[src/sv/frp_pkg.sv]
// Shared types, character codes and helper functions for the FASTA/FASTQ record parser.
// No dependencies; every other file of the block imports this package.
package frp_pkg;

   localparam int POSITION_BITS = 32;
   localparam int LEN_BITS      = 32;

   typedef logic [POSITION_BITS-1:0] pos_type;
   typedef logic [LEN_BITS-1:0]      len_type;

   localparam len_type LEN_NONE = '1;

   localparam logic [7:0] CHAR_HDR_FASTA = 8'h3E;
   localparam logic [7:0] CHAR_HDR_FASTQ = 8'h40;
   localparam logic [7:0] CHAR_PLUS      = 8'h2B;
   localparam logic [7:0] CHAR_CR        = 8'h0D;
   localparam logic [7:0] CHAR_LF        = 8'h0A;
   localparam logic [7:0] CHAR_SPACE     = 8'h20;
   localparam logic [7:0] CHAR_TAB       = 8'h09;
   localparam logic [7:0] CHAR_VT        = 8'h0B;
   localparam logic [7:0] CHAR_FF        = 8'h0C;

   typedef enum logic [1:0] {
      PH_WAIT = 2'd0,
      PH_SEQ  = 2'd1,
      PH_QUAL = 2'd2
   } phase_type;

   typedef enum logic {
      KIND_DATA = 1'b0,
      KIND_END  = 1'b1
   } kind_type;

   typedef struct packed {
      logic [31:0] start_offset;
      logic [31:0] end_offset;
      logic [31:0] id_len;
      logic [31:0] comment_length;
      logic [31:0] seq_len;
      logic [31:0] qual_len;
      logic        is_fastq;
      logic        fault;
      logic        last_of_run;
   } rsp_type;

   // Descriptors produced by one item: count is 0, 1 or 2, first is sent first
   typedef struct packed {
      logic [1:0] count;
      rsp_type    first;
      rsp_type    second;
   } emit_type;

   function automatic pos_type pos_inc(input pos_type p);
      return (p == {POSITION_BITS{1'b1}}) ? p : p + pos_type'(1);
   endfunction

   function automatic len_type len_add(input len_type a, input len_type b);
      logic [LEN_BITS:0] s;
      s = {1'b0, a} + {1'b0, b};
      return s[LEN_BITS] ? LEN_NONE : s[LEN_BITS-1:0];
   endfunction

   function automatic logic is_space(input logic [7:0] b);
      return (b == CHAR_SPACE) || (b == CHAR_TAB) || (b == CHAR_CR) ||
             (b == CHAR_VT) || (b == CHAR_FF);
   endfunction

   // Clamp a stream offset to the 32-bit output range
   function automatic logic [31:0] pos_to_out(input pos_type p);
      logic [63:0] w;
      w = 64'(p);
      return (w > 64'h0000_0000_FFFF_FFFF) ? 32'hFFFF_FFFF : w[31:0];
   endfunction

   function automatic rsp_type make_rsp(input pos_type start, input pos_type stop,
                                        input len_type id, input len_type cmt,
                                        input len_type seq, input len_type qual,
                                        input logic fault);
      rsp_type r;
      r.start_offset   = pos_to_out(start);
      r.end_offset     = pos_to_out(stop);
      r.id_len         = 32'(id);
      r.comment_length = 32'(cmt);
      r.seq_len        = 32'(seq);
      r.qual_len       = 32'(qual);
      r.is_fastq       = !fault && (qual != '0);
      r.fault          = fault;
      r.last_of_run    = 1'b0;
      return r;
   endfunction

endpackage

[src/sv/frp_parse_core.sv]
// Parser state and the per-item step: line tracking, header split, record totals.
// Depends on frp_pkg.
module frp_parse_core (
   input  logic              clock,
   input  logic              reset,
   input  logic              step,
   input  logic              kind,
   input  logic [7:0]        data_byte,
   output frp_pkg::emit_type emit
);
   import frp_pkg::*;

   phase_type   phase_ff, phase_in;
   pos_type     pos_ff, pos_in;
   pos_type     line_start_ff, line_start_in;
   len_type     raw_len_ff, raw_len_in;
   logic [7:0]  first_byte_ff, first_byte_in;
   logic        prev_cr_ff, prev_cr_in;
   logic        cr2_ff, cr2_in;
   len_type     space_off_ff, space_off_in;
   len_type     cstart_off_ff, cstart_off_in;
   pos_type     rec_start_ff, rec_start_in;
   len_type     id_len_ff, id_len_in;
   len_type     cmt_len_ff, cmt_len_in;
   len_type     seq_tot_ff, seq_tot_in;
   len_type     qual_tot_ff, qual_tot_in;

   len_type     eff_len;
   logic [7:0]  lead;
   logic        is_hdr;
   logic        do_close;
   len_type     id_end;
   len_type     cmt_start;
   len_type     cmt_len;
   len_type     qual_sum;
   len_type     seq_sum;
   logic        close_emit;
   logic        end_emit;
   rsp_type     close_rsp;
   rsp_type     end_rsp;
   rsp_type     first_rsp;
   pos_type     stream_end;
   pos_type     next_pos;

   always_comb begin
      // trimmed line length and its header split
      eff_len = raw_len_ff;
      if (raw_len_ff != '0 && prev_cr_ff && raw_len_ff != LEN_NONE) begin
         eff_len = raw_len_ff - len_type'(1);
      end
      lead      = (eff_len != '0) ? first_byte_ff : 8'h00;
      is_hdr    = (lead == CHAR_HDR_FASTA) || (lead == CHAR_HDR_FASTQ);
      do_close  = ((kind == KIND_DATA) && (data_byte == CHAR_LF)) ||
                  ((kind == KIND_END) && (raw_len_ff != '0));
      id_end    = (space_off_ff < eff_len) ? space_off_ff : eff_len;
      cmt_start = (cstart_off_ff < eff_len) ? cstart_off_ff : eff_len;
      cmt_len   = eff_len - cmt_start;
      if (cmt_len != '0 && prev_cr_ff && cr2_ff) begin
         cmt_len = cmt_len - len_type'(1);
      end
      qual_sum = len_add(qual_tot_ff, eff_len);
      seq_sum  = len_add(seq_tot_ff, eff_len);
      next_pos = pos_inc(pos_ff);

      // hold by default
      phase_in      = phase_ff;
      pos_in        = pos_ff;
      line_start_in = line_start_ff;
      raw_len_in    = raw_len_ff;
      first_byte_in = first_byte_ff;
      prev_cr_in    = prev_cr_ff;
      cr2_in        = cr2_ff;
      space_off_in  = space_off_ff;
      cstart_off_in = cstart_off_ff;
      rec_start_in  = rec_start_ff;
      id_len_in     = id_len_ff;
      cmt_len_in    = cmt_len_ff;
      seq_tot_in    = seq_tot_ff;
      qual_tot_in   = qual_tot_ff;
      close_emit    = 1'b0;
      close_rsp     = '0;
      end_emit      = 1'b0;
      end_rsp       = '0;
      stream_end    = pos_ff;

      // close the current line
      if (do_close) begin
         if (phase_ff == PH_SEQ && is_hdr) begin
            close_emit = 1'b1;
            close_rsp  = make_rsp(rec_start_ff, line_start_ff, id_len_ff, cmt_len_ff,
                                  seq_tot_ff, '0, 1'b0);
            phase_in   = PH_WAIT;
         end
         case (phase_in)
            PH_WAIT: begin
               if (is_hdr) begin
                  rec_start_in = line_start_ff;
                  id_len_in    = (id_end != '0) ? id_end - len_type'(1) : '0;
                  cmt_len_in   = cmt_len;
                  seq_tot_in   = '0;
                  qual_tot_in  = '0;
                  phase_in     = PH_SEQ;
               end
            end
            PH_SEQ: begin
               if (lead == CHAR_PLUS) begin
                  phase_in = PH_QUAL;
               end else begin
                  seq_tot_in = seq_sum;
               end
            end
            PH_QUAL: begin
               qual_tot_in = qual_sum;
               if (qual_sum >= seq_tot_ff) begin
                  close_emit = 1'b1;
                  close_rsp  = make_rsp(rec_start_ff, next_pos, id_len_ff, cmt_len_ff,
                                        seq_tot_ff, qual_sum, qual_sum != seq_tot_ff);
                  phase_in   = PH_WAIT;
               end
            end
            default: ;
         endcase
      end

      if (kind == KIND_END) begin
         // flush the open record, then restart the stream at the same offset
         if (raw_len_ff != '0) begin
            stream_end = next_pos;
         end
         if (phase_in == PH_SEQ) begin
            end_emit = 1'b1;
            end_rsp  = make_rsp(rec_start_in, stream_end, id_len_in, cmt_len_in,
                                seq_tot_in, '0, 1'b0);
         end else if (phase_in == PH_QUAL) begin
            end_emit = 1'b1;
            end_rsp  = make_rsp(rec_start_in, stream_end, id_len_in, cmt_len_in,
                                seq_tot_in, qual_tot_in, qual_tot_in != seq_tot_in);
         end
         phase_in      = PH_WAIT;
         line_start_in = pos_ff;
         raw_len_in    = '0;
         first_byte_in = 8'h00;
         prev_cr_in    = 1'b0;
         cr2_in        = 1'b0;
         space_off_in  = LEN_NONE;
         cstart_off_in = LEN_NONE;
      end else if (data_byte == CHAR_LF) begin
         pos_in        = next_pos;
         line_start_in = next_pos;
         raw_len_in    = '0;
         first_byte_in = 8'h00;
         prev_cr_in    = 1'b0;
         cr2_in        = 1'b0;
         space_off_in  = LEN_NONE;
         cstart_off_in = LEN_NONE;
      end else begin
         // plain byte: track first byte, whitespace marks and CR history
         if (raw_len_ff == '0) begin
            first_byte_in = data_byte;
         end else if (space_off_ff == LEN_NONE) begin
            if (is_space(data_byte)) begin
               space_off_in = raw_len_ff;
            end
         end else if (cstart_off_ff == LEN_NONE && !is_space(data_byte)) begin
            cstart_off_in = raw_len_ff;
         end
         cr2_in     = prev_cr_ff;
         prev_cr_in = (data_byte == CHAR_CR);
         raw_len_in = len_add(raw_len_ff, len_type'(1));
         pos_in     = next_pos;
      end
   end

   always_comb begin
      first_rsp             = close_emit ? close_rsp : end_rsp;
      first_rsp.last_of_run = !(close_emit && end_emit);
      emit.count            = {1'b0, close_emit} + {1'b0, end_emit};
      emit.first            = first_rsp;
      emit.second           = end_rsp;
      emit.second.last_of_run = 1'b1;
   end

   always_ff @(posedge clock) begin
      if (reset) begin
         phase_ff      <= PH_WAIT;
         pos_ff        <= '0;
         line_start_ff <= '0;
         raw_len_ff    <= '0;
         first_byte_ff <= 8'h00;
         prev_cr_ff    <= 1'b0;
         cr2_ff        <= 1'b0;
         space_off_ff  <= LEN_NONE;
         cstart_off_ff <= LEN_NONE;
         rec_start_ff  <= '0;
         id_len_ff     <= '0;
         cmt_len_ff    <= '0;
         seq_tot_ff    <= '0;
         qual_tot_ff   <= '0;
      end else if (step) begin
         phase_ff      <= phase_in;
         pos_ff        <= pos_in;
         line_start_ff <= line_start_in;
         raw_len_ff    <= raw_len_in;
         first_byte_ff <= first_byte_in;
         prev_cr_ff    <= prev_cr_in;
         cr2_ff        <= cr2_in;
         space_off_ff  <= space_off_in;
         cstart_off_ff <= cstart_off_in;
         rec_start_ff  <= rec_start_in;
         id_len_ff     <= id_len_in;
         cmt_len_ff    <= cmt_len_in;
         seq_tot_ff    <= seq_tot_in;
         qual_tot_ff   <= qual_tot_in;
      end
   end

`ifndef NO_ASSERTIONS
   // while collecting quality the total stays short of the sequence length
   a_qual_below_seq: assert property (@(posedge clock) disable iff (reset)
      phase_ff == PH_QUAL |-> (qual_tot_ff < seq_tot_ff) || (qual_tot_ff == '0))
      else $error("quality total reached sequence length without closing record");

   a_end_clears: assert property (@(posedge clock) disable iff (reset)
      step && kind == KIND_END |=> phase_ff == PH_WAIT && raw_len_ff == '0)
      else $error("end item left a record or line open");

   a_two_only_at_end: assert property (@(posedge clock) disable iff (reset)
      step && emit.count == 2'd2 |-> kind == KIND_END)
      else $error("two descriptors from a data byte");

   a_empty_line_no_cr: assert property (@(posedge clock) disable iff (reset)
      raw_len_ff == '0 |-> !prev_cr_ff && !cr2_ff)
      else $error("CR history set on an empty line");
`endif

endmodule

[src/sv/frp_rsp_queue.sv]
// Two-entry result queue: takes up to two descriptors per step, sends one per cycle while rsp_ready is high.
// Depends on frp_pkg.
module frp_rsp_queue (
   input  logic              clock,
   input  logic              reset,
   input  logic              push_req,
   input  frp_pkg::emit_type emit,
   output logic              take,
   output logic              rsp_valid,
   input  logic              rsp_ready,
   output frp_pkg::rsp_type  head
);
   import frp_pkg::*;

   logic [1:0] count_ff, count_in;
   rsp_type    slot_a_ff, slot_a_in;
   rsp_type    slot_b_ff, slot_b_in;
   logic       pop;
   logic [1:0] kept;
   logic [2:0] fill;
   rsp_type    rem0;

   always_comb begin
      rsp_valid = (count_ff != 2'd0);
      head      = slot_a_ff;
      pop       = rsp_valid && rsp_ready;
      kept      = count_ff - {1'b0, pop};
      fill      = {1'b0, kept} + {1'b0, emit.count};
      // take the item only if all its descriptors fit after this cycle's pop
      take      = push_req && (fill <= 3'd2);
      rem0      = pop ? slot_b_ff : slot_a_ff;
      slot_a_in = (kept != 2'd0) ? rem0 : emit.first;
      if (kept == 2'd2) begin
         slot_b_in = slot_b_ff;
      end else if (kept == 2'd1) begin
         slot_b_in = emit.first;
      end else begin
         slot_b_in = emit.second;
      end
      count_in = take ? fill[1:0] : kept;
   end

   always_ff @(posedge clock) begin
      if (reset) begin
         count_ff <= 2'd0;
      end else begin
         count_ff <= count_in;
      end
   end

   always_ff @(posedge clock) begin
      slot_a_ff <= slot_a_in;
      slot_b_ff <= slot_b_in;
   end

`ifndef NO_ASSERTIONS
   a_count_range: assert property (@(posedge clock) disable iff (reset)
      count_ff != 2'd3)
      else $error("result queue over capacity");

   a_take_needs_item: assert property (@(posedge clock) disable iff (reset)
      take |-> push_req)
      else $error("queue took a step without an item");
`endif

endmodule

[src/sv/fastq_fasta_record_parser.sv]
// Top level of the FASTA/FASTQ record parser: input register, parse core, result queue.
// Depends on frp_pkg, frp_parse_core and frp_rsp_queue.
//
// Usage:
//   req channel: one item per handshake, req_kind = 0 carries a stream byte in
//   req_data_byte, req_kind = 1 marks end of input and closes an open line and
//   record. Each item yields zero, one or two record descriptors.
//   rsp channel: one descriptor per handshake, with offsets, identifier,
//   comment, sequence and quality lengths, format flag and fault flag;
//   rsp_last_of_run marks the last descriptor caused by one item.
//   Path: an accepted item waits in the input register, is parsed when its
//   descriptors fit in the queue, and its first descriptor is offered on rsp.
//   Throughput: one item per cycle while the queue has room for its
//   descriptors. The single parse step between the input register and the
//   two-entry result queue sets this; an end item closing two records queues both.
//   Reset: synchronous, clears the parse state to "waiting for header" at
//   offset zero and empties both the input register and the queue.
//   Stall: while rsp_ready is low the queue keeps its descriptors; items that
//   produce no descriptor still pass, and the input register holds the next
//   item until its descriptors fit, which drops req_ready.
module fastq_fasta_record_parser (
   input  logic        clock,
   input  logic        reset,
   input  logic        req_valid,
   output logic        req_ready,
   input  logic        req_kind,
   input  logic [7:0]  req_data_byte,
   output logic        rsp_valid,
   input  logic        rsp_ready,
   output logic [31:0] rsp_start_offset,
   output logic [31:0] rsp_end_offset,
   output logic [31:0] rsp_id_len,
   output logic [31:0] rsp_comment_len,
   output logic [31:0] rsp_seq_len,
   output logic [31:0] rsp_qual_len,
   output logic        rsp_is_fastq,
   output logic        rsp_fault,
   output logic        rsp_last_of_run
);
   import frp_pkg::*;

   logic       in_valid_ff, in_valid_in;
   logic       in_kind_ff;
   logic [7:0] in_byte_ff;
   logic       take;
   emit_type   emit;
   rsp_type    head;

   // the input register frees up whenever its item moves into the parser
   assign req_ready = !in_valid_ff || take;

   always_comb begin
      in_valid_in = in_valid_ff;
      if (req_valid && req_ready) begin
         in_valid_in = 1'b1;
      end else if (take) begin
         in_valid_in = 1'b0;
      end
   end

   always_ff @(posedge clock) begin
      if (reset) begin
         in_valid_ff <= 1'b0;
      end else begin
         in_valid_ff <= in_valid_in;
      end
   end

   // hold the payload until a new item is accepted
   always_ff @(posedge clock) begin
      if (req_valid && req_ready) begin
         in_kind_ff <= req_kind;
         in_byte_ff <= req_data_byte;
      end
   end

   // advance the parse state only when the item's descriptors are taken
   frp_parse_core u_core (
      .clock     (clock),
      .reset     (reset),
      .step      (take),
      .kind      (in_kind_ff),
      .data_byte (in_byte_ff),
      .emit      (emit)
   );

   frp_rsp_queue u_queue (
      .clock     (clock),
      .reset     (reset),
      .push_req  (in_valid_ff),
      .emit      (emit),
      .take      (take),
      .rsp_valid (rsp_valid),
      .rsp_ready (rsp_ready),
      .head      (head)
   );

   assign rsp_start_offset = head.start_offset;
   assign rsp_end_offset   = head.end_offset;
   assign rsp_id_len       = head.id_len;
   assign rsp_comment_len  = head.comment_length;
   assign rsp_seq_len      = head.seq_len;
   assign rsp_qual_len     = head.qual_len;
   assign rsp_is_fastq     = head.is_fastq;
   assign rsp_fault        = head.fault;
   assign rsp_last_of_run  = head.last_of_run;

endmodule
[config.mk]
export PLATFORM = sky130hd
export DESIGN_NAME = fastq_fasta_record_parser
export DESIGN_NICKNAME = d
export VERILOG_FILES = /design/src/sv/frp_pkg.sv /design/src/sv/frp_parse_core.sv /design/src/sv/frp_rsp_queue.sv /design/src/sv/fastq_fasta_record_parser.sv
export SDC_FILE = /design/constraint.sdc
export NUM_CORES = 2
export LEC_CHECK = 0
export BUFFER_PORTS_ARGS = -buffer_cell sky130_fd_sc_hd__buf_2
export CAP_MARGIN = 15
export CORE_MARGIN = 8
export CORE_UTILIZATION = 30
export DETAILED_ROUTE_END_ITERATION = 6
export PLACE_DENSITY_LB_ADDON = 0.05
export SLEW_MARGIN = 30
export SYNTH_ARGS = -nofsm -noshare
export SYNTH_HDL_FRONTEND = slang
export SYNTH_SLANG_ARGS = --single-unit
[constraint.sdc]
create_clock -name clock -period 16.84 [get_ports clock]
set_input_delay 5.052 -clock clock [delete_from_list [all_inputs] [get_ports clock]]
set_output_delay 5.052 -clock clock [all_outputs]
set_load 0.03 [all_outputs]
Word level (Yosys, flattened, before mapping)
Cells that the tools add are included.
{"block": "classes", "addsub": 11, "mul": 0, "div_mod_pow": 0, "magnitude_cmp": 4, "eq_ne": 25, "shifts": 0, "n_mux": 77, "bitwise_logic": 1, "n_reduce_logical": 47}
{"operator": "2-to-1 mux 195 bit", "count": 11}
{"operator": "2-to-1 mux 32 bit", "count": 38}
{"operator": "nonzero test 32 bit", "count": 6}
{"operator": "case mux 32 bit (2 select lines)", "count": 2}
{"operator": "== test 32 bit, second input constant", "count": 3}
{"operator": "subtractor 32 x 1 -> 32 bit, second input constant", "count": 3}
{"operator": "adder 32 x 32 -> 33 bit", "count": 2}
{"operator": "less-than comparator 32 bit", "count": 2}
{"operator": "!= test 32 bit", "count": 2}
{"operator": "== test 8 x 4 -> 1 bit, second input constant", "count": 5}
{"operator": "adder 32 x 1 -> 33 bit, second input constant", "count": 1}
{"operator": "adder 32 x 1 -> 32 bit, second input constant", "count": 1}
{"operator": ">= comparator 32 bit", "count": 1}
{"operator": "logical NOT 32 bit", "count": 1}
{"operator": "2-to-1 mux 8 bit", "count": 4}
{"operator": "!= test 32 bit, second input constant", "count": 1}
{"operator": "subtractor 32 bit", "count": 1}
{"operator": "== test 8 x 6 -> 1 bit, second input constant", "count": 3}
{"operator": "2-to-1 mux 2 bit", "count": 8}
{"operator": "logical AND 1 bit", "count": 14}
{"operator": "2-to-1 mux 1 bit", "count": 13}
{"operator": "nonzero test 3 bit", "count": 4}
{"operator": "== test 2 x 1 -> 1 bit, second input constant", "count": 4}
{"operator": "== test 8 x 7 -> 1 bit, second input constant", "count": 1}
{"operator": "other kinds (15)", "count": 34}
{"block": "totals", "register_bits": 734, "latch_bits": 0, "mem_bits_rw": 0, "rom_bits": 0, "in_bits": 13, "memories": 0}

Depth between registers and ports, before layout
{"block": "depth", "ltp_word": 25, "ltp_mapped": 52, "mapped_depth_nobuf": 47}

Hierarchy
From an unflattened synthesis, not the netlist that was laid out.
{"block": "unflattened", "cells_unflattened": 5330, "area_unflattened_um2": 48327.6}
{"module": "frp_parse_core", "instances": 1, "cells_each": 4468, "area_per_inst_um2": 31320.0}
{"module": "frp_rsp_queue", "instances": 1, "cells_each": 848, "area_per_inst_um2": 16682.2}
{"module": "fastq_fasta_record_parser", "instances": 1, "cells_each": 14, "area_per_inst_um2": 325.3}

Least setup slack after synthesis
OpenSTA, ideal clock, no wires.
{"block": "synth_path", "path_kind": "reg-to-output", "from": "register u_core.raw_len_ff[5]", "to": "output req_ready", "t_arrival_ns": 8.970, "setup_slack_ns": 2.818, "path_stages_with_launch": 41, "path_buffers": 3, "path_cell_list": "dfxtp_1 -> buf_6 -> or4_4 -> or3_1 -> or3_1 -> and3_1 -> buf_2 -> nand2_1 -> xor2_1 -> inv_1 -> ha_1 -> o21a_1 -> o31a_1 -> o211a_1 -> o31a_1 -> o211ai_1 -> a211oi_1 -> o21a_1 -> [... 5 more ...] -> o21a_1 -> o21a_1 -> o21a_1 -> o21a_1 -> o21a_1 -> o21ai_0 -> nand2b_1 -> a221oi_1 -> o221ai_1 -> o21ai_0 -> o22a_1 -> ha_1 -> nand2b_1 -> fa_1 -> inv_1 -> ha_1 -> a31oi_1 -> nand2_1"}
{"block": "synth_between", "elab_chain_cells": 23, "elab_cells_between_ends": 42, "classes_between": "add/sub: 4; order compare: 2; eq/ne: 8; mux: 17; reduce/logical: 11"}
{"element": "start, declared", "line_no": "frp_parse_core.sv:16", "rtl": "len_type raw_len_ff, raw_len_in;"}
{"element": "start signal, assigned", "line_no": "frp_parse_core.sv:203", "rtl": "raw_len_ff <= raw_len_in;"}
{"element": "parallel branches: the longest is 18 deep, another holds adder 32 x 32 -> 33 bit"}
{"element": "adder 1 x 1 -> 2 bit *", "line_no": "frp_parse_core.sv:177", "rtl": "emit.count = {1'b0, close_emit} + {1'b0, end_emit};"}
{"element": "adder 2 x 2 -> 3 bit *", "line_no": "frp_rsp_queue.sv:28", "rtl": "fill = {1'b0, kept} + {1'b0, emit.count};"}
{"element": "less-or-equal comparator 3 x 2 -> 1 bit *", "line_no": "frp_rsp_queue.sv:30", "rtl": "take = push_req && (fill <= 3'd2);"}
{"element": "logical AND 1 bit *", "line_no": "frp_rsp_queue.sv:30"}
{"element": "logical OR 1 bit *", "line_no": "fastq_fasta_record_parser.sv:50", "rtl": "assign req_ready = !in_valid_ff || take;"}
{"element": "end, declared", "line_no": "fastq_fasta_record_parser.sv:25", "rtl": "output logic req_ready,"}
Mark *: on every way between the ends. The select of a mux whose other input is x is not followed.

Final worst setup path
{"block": "layout_path", "from": "register u_core.raw_len_ff[7]", "to": "output req_ready"}
Same word-level chain as after synthesis.

==> flow_metrics.tcl <==
set metrics [dict create \
    worst_r2r_endpoint "u_core.space_off_ff[20]" \
    worst_reg_to_reg_cells 45 \
    cp_max_fo 14 \
    ys.warnings.count 0 \
    synth.ff_latch_count 734 \
    insertion_delay_ns 0.74 \
    layout_worst_path_cycle_share_pct 97.0 \
    grt_first_pass_wirelength_um 308000 \
    worst_slew_margin_rel_pct 25.8 \
    cts.reportedPaths.clkPinSlew_ns 0.06 \
    critPathRequiredTime_ns 11.79 \
    initialDrtViolationCount 3768 \
    clock-skew-final_ns 0.0399 \
    multi_input_comb_area_mm2 0.0260 \
    postSynthAreaPerCell_um2 8.55 \
    syn_to_final_growth_pct 14.4 \
    post_synth_cell_types 99 \
    start_util_pct 30.2 \
    critPathCapture "req_ready" \
    tightestPinTransition_ns 1.10 \
    worst-endpoint-arrival_ns 11.28 \
    io_buffers 209 \
    cellPowerDensity_mw_per_mm2 148 \
    root_buffer "sky130_fd_sc_hd__clkbuf_16" \
    postRouteAntennaNets 0 \
    io-pin-count 210 \
    asyncSetResetFlopFracSynth_pct 0 \
    post_synthesis_instance_area_mm2 0.0464 \
    timing.final.hold_violations 0 \
    final.setup.tns_ns 0 \
    end_kind "output port" \
    outcome "completed" \
    path_depth 40 \
    placeable_core_region_mm2 0.154 \
    leakagePower_nw 19.8 \
    n_fill_cell 16100 \
    largest_net_degree_at_the_start_of_global_routing 165 \
    finalWirelength_um 217000 \
    tritoncts "done" \
    clock-sinks 734 \
    hpwlAfterDp_um 160000 \
    avgViaCountPerCell 5.66 \
    worst_path_max_delay_cell "sky130_fd_sc_hd__or4_4" \
    routed_wire_length_per_instance_um 28.5 \
    final-setup-viol-count 0 \
    antenna_found_initial 17 \
    drt_first_pass_iters 5 \
    setup_repair_after_global_routing_missed_its_margin "false" \
    routed_via_count 43100 \
    clock.fmax_ghz 0.0612 \
    cts_buffer_depth 3 \
    die-width_um 409 \
    layout-drive-gt1-share_pct 11.2 \
    routabilityCongestion 0.964 \
    synth_nets 5629 \
    cp.buffers_inverters 5 \
    period_minus_slack_ns 16.33 \
    netlist_instances 5425 \
    synth-main-ff-cell "sky130_fd_sc_hd__edfxtp_1" \
    cts_buffers 92 \
    fin_util_pct 34.5 \
    seq_area_mm2 0.0187 \
    ir_drop_mv 0.159 \
    crit_type "reg -> out" \
    timing.hold.worst_path_depth 2 \
    cpMostUsedCell "sky130_fd_sc_hd__o21a_1" \
    grt_pass1_vias 40200 \
    worst_path_dominant_cell_family "compound AO/OA/AOI/OAI gates" \
    stdcell_count 7609 \
    fin_nets 5686 \
    dpl_worst_slack_ns 1.15 \
    critPathMaxStageDelay_ns 0.62 \
    placed_cells_incl_taps 7427 \
    min_path_type "reg -> reg" \
    post-route-worst-setup-slack_ns 0.506 \
    chipHeight_um 409 \
    post_synth_edffs 399 \
    synth-seq-area-share_pct 40.3 \
    hold_path.startpoint "u_core.rec_start_ff[21]" \
    cap_violations 0 \
    ctsHtreeMaxLevel 3 \
    dieArea_mm2 0.168 \
    groute.usage.overall_pct 24.6 \
    worstReg2RegStart "u_core.raw_len_ff[7]" \
    grt_remaining_overflow 0 \
    timing.critical_path.from "u_core.raw_len_ff[7]" \
    cts_hold_buf 0 \
    crit_path_start_kind "flip-flop" \
    num_rows 144 \
    setup.reg_to_reg.worst_slack_ns 3.87 \
    detail_route.drc_violations 0 \
    report.final.slew_viol_count 0 \
]
area by class of cell:
class	count	share of cell area (%)
diodes	4	0.0188
clock buffers	119	4.70
clock inverters	54	1.11
inverters	144	1.02
multi-input cells	4155	48.9
flip-flops and latches	734	35.2
well taps	2044	4.82
repair buffers	355	4.27
Yosys cell counts, types with 12 or more instances:
library cell	count	area [um2]
sky130_fd_sc_hd__nand3_1	146	731
sky130_fd_sc_hd__o221ai_1	28	245
sky130_fd_sc_hd__mux2i_1	77	771
sky130_fd_sc_hd__xor2_1	91	797
sky130_fd_sc_hd__nor4b_1	14	123
sky130_fd_sc_hd__and2_1	33	206
sky130_fd_sc_hd__inv_1	143	537
sky130_fd_sc_hd__o31a_1	13	114
sky130_fd_sc_hd__ha_1	187	2340
sky130_fd_sc_hd__a21o_1	51	383
sky130_fd_sc_hd__a22oi_1	42	315
sky130_fd_sc_hd__o21bai_1	12	90.1
sky130_fd_sc_hd__nor3b_1	13	97.6
sky130_fd_sc_hd__or4_1	24	180
sky130_fd_sc_hd__and4_1	19	166
sky130_fd_sc_hd__edfxtp_1	399	12000
sky130_fd_sc_hd__nand2_1	594	2230
sky130_fd_sc_hd__a22o_1	48	420
sky130_fd_sc_hd__dfxtp_1	335	6710
sky130_fd_sc_hd__buf_1	21	78.8
sky130_fd_sc_hd__mux2_2	30	338
sky130_fd_sc_hd__or2_2	16	100
sky130_fd_sc_hd__or3_1	107	669
sky130_fd_sc_hd__a211oi_1	102	766
sky130_fd_sc_hd__o21a_1	63	473
sky130_fd_sc_hd__nor2b_1	44	275
sky130_fd_sc_hd__o21ai_0	416	2080
sky130_fd_sc_hd__xnor2_1	164	1440
sky130_fd_sc_hd__nor3_1	151	756
sky130_fd_sc_hd__a311oi_1	26	228
sky130_fd_sc_hd__nor2_1	570	2140
sky130_fd_sc_hd__clkbuf_1	355	1330
sky130_fd_sc_hd__a221oi_1	62	543
sky130_fd_sc_hd__buf_2	14	70.1
sky130_fd_sc_hd__nand2b_1	103	644
sky130_fd_sc_hd__a31oi_1	27	169
sky130_fd_sc_hd__o21ai_1	15	75.1
sky130_fd_sc_hd__a21oi_1	331	1660
sky130_fd_sc_hd__nor4_1	55	344
sky130_fd_sc_hd__and3_1	71	444
sky130_fd_sc_hd__o22ai_1	94	588
sky130_fd_sc_hd__o211ai_1	20	150
sky130_fd_sc_hd__o31ai_1	30	225
sky130_fd_sc_hd__nand4_1	82	513
power breakdown:
group | switching, mW | internal, mW
Sequential | 0.225 | 2.54
Combinational | 2.30 | 0.745
Clock | 0.882 | 1.16
Total | 3.41 | 4.45
how the worst min path moves through the flow:
stage | to | slack (ns)
after floorplan | u_core.cmt_len_ff[12] | 0.45
after global placement | u_core.rec_start_ff[21] | 0.46
after detailed placement | u_core.rec_start_ff[21] | 0.46
after CTS | u_core.rec_start_ff[7] | 0.47
after global routing | u_core.rec_start_ff[8] | 0.49
final | u_core.rec_start_ff[21] | 0.47
cells by family after synthesis:
| kind of cell | synth area share (%) |
|---|---|
| AOI/OAI and AO/OA | 21.2 |
| xor gates and xnor gates | 4.99 |
| adders and majority gates | 5.26 |
| buffers and inverters | 4.41 |
| DFF | 40.3 |
| muxes | 2.39 |
| and+or+nand+nor | 21.5 |
through the flow:
stage / total power, mW / hold WS, ns / cell area (um2)
6_report: 7.86 / 0.471 / 53100
5_1_grt: 8.24 / 0.488 / 53100
4_1_cts: 7.95 / 0.470 / 53000
3_5_place_dp: 5.88 / 0.461 / 49900
3_3_place_gp: 5.88 / 0.455 / 49800
2_1_floorplan: 4.69 / 0.448 / 46400
layer usage:
metal / global-route usage [%] / part of all wire [%] / vias to the layer above
li1: - / - / 20100
met1: 36.4 / 48 / 21300
met2: 37.8 / 44 / 1411
met3: 3.55 / 6.0 / 243
met4: 5.68 / 2.5 / 10
met5: 0 / 0.029 / -
worst min-delay path, stage by stage, from the launching register on:
cell and delay [ns]:
sky130_fd_sc_hd__dfxtp_1 0.32, sky130_fd_sc_hd__nand2_1 0.05, sky130_fd_sc_hd__a21oi_1 0.05
cell usage in the layout, fill, tap and decap left out, types with 29 or more instances in the layout:
cell                        count
sky130_fd_sc_hd__edfxtp_1     399
sky130_fd_sc_hd__clkbuf_16     93
sky130_fd_sc_hd__o21ai_0      416
sky130_fd_sc_hd__nand4_1       82
sky130_fd_sc_hd__nor4_1        53
sky130_fd_sc_hd__a22o_1        48
sky130_fd_sc_hd__a211oi_1     102
sky130_fd_sc_hd__ha_1         187
sky130_fd_sc_hd__mux2_2        30
sky130_fd_sc_hd__a221oi_1      62
sky130_fd_sc_hd__xnor2_1      161
sky130_fd_sc_hd__mux2i_1       77
sky130_fd_sc_hd__nand2b_1     101
sky130_fd_sc_hd__nor3_1       147
sky130_fd_sc_hd__xor2_1        90
sky130_fd_sc_hd__buf_4        136
sky130_fd_sc_hd__dfxtp_1      334
sky130_fd_sc_hd__and2_1        30
sky130_fd_sc_hd__buf_2        208
sky130_fd_sc_hd__a21o_1        51
sky130_fd_sc_hd__a22oi_1       42
sky130_fd_sc_hd__a21oi_1      329
sky130_fd_sc_hd__and3_1        71
sky130_fd_sc_hd__nand2_1      587
sky130_fd_sc_hd__nor2b_1       43
sky130_fd_sc_hd__nand3_1      145
sky130_fd_sc_hd__nor2_1       563
sky130_fd_sc_hd__or3_1        107
sky130_fd_sc_hd__inv_1        143
sky130_fd_sc_hd__o22ai_1       94
sky130_fd_sc_hd__o21a_1        61
sky130_fd_sc_hd__o31ai_1       29
state kept, by name, summed over array words and instances, names as in the netlist:
name,cells
u_core.phase_ff,2
u_core.space_off_ff,32
in_kind_ff,1
u_queue.count_ff,2
in_byte_ff,8
u_core.seq_tot_ff,32
u_core.cmt_len_ff,32
u_core.pos_ff,32
u_core.cr2_ff,1
u_core.qual_tot_ff,32
u_core.prev_cr_ff,1
u_core.cstart_off_ff,32
u_queue.slot_b_ff,195
u_queue.head,195
u_core.id_len_ff,32
u_core.first_byte_ff,8
u_core.rec_start_ff,32
u_core.line_start_ff,32
in_valid_ff,1
u_core.raw_len_ff,32
repair_timing:
action,4_1_cts,5_1_grt
endpoints found under the setup margin,0,1
setup buffers,0,3
gates resized for setup,0,5
No activity file was read; power rests on OpenSTA's default activity.
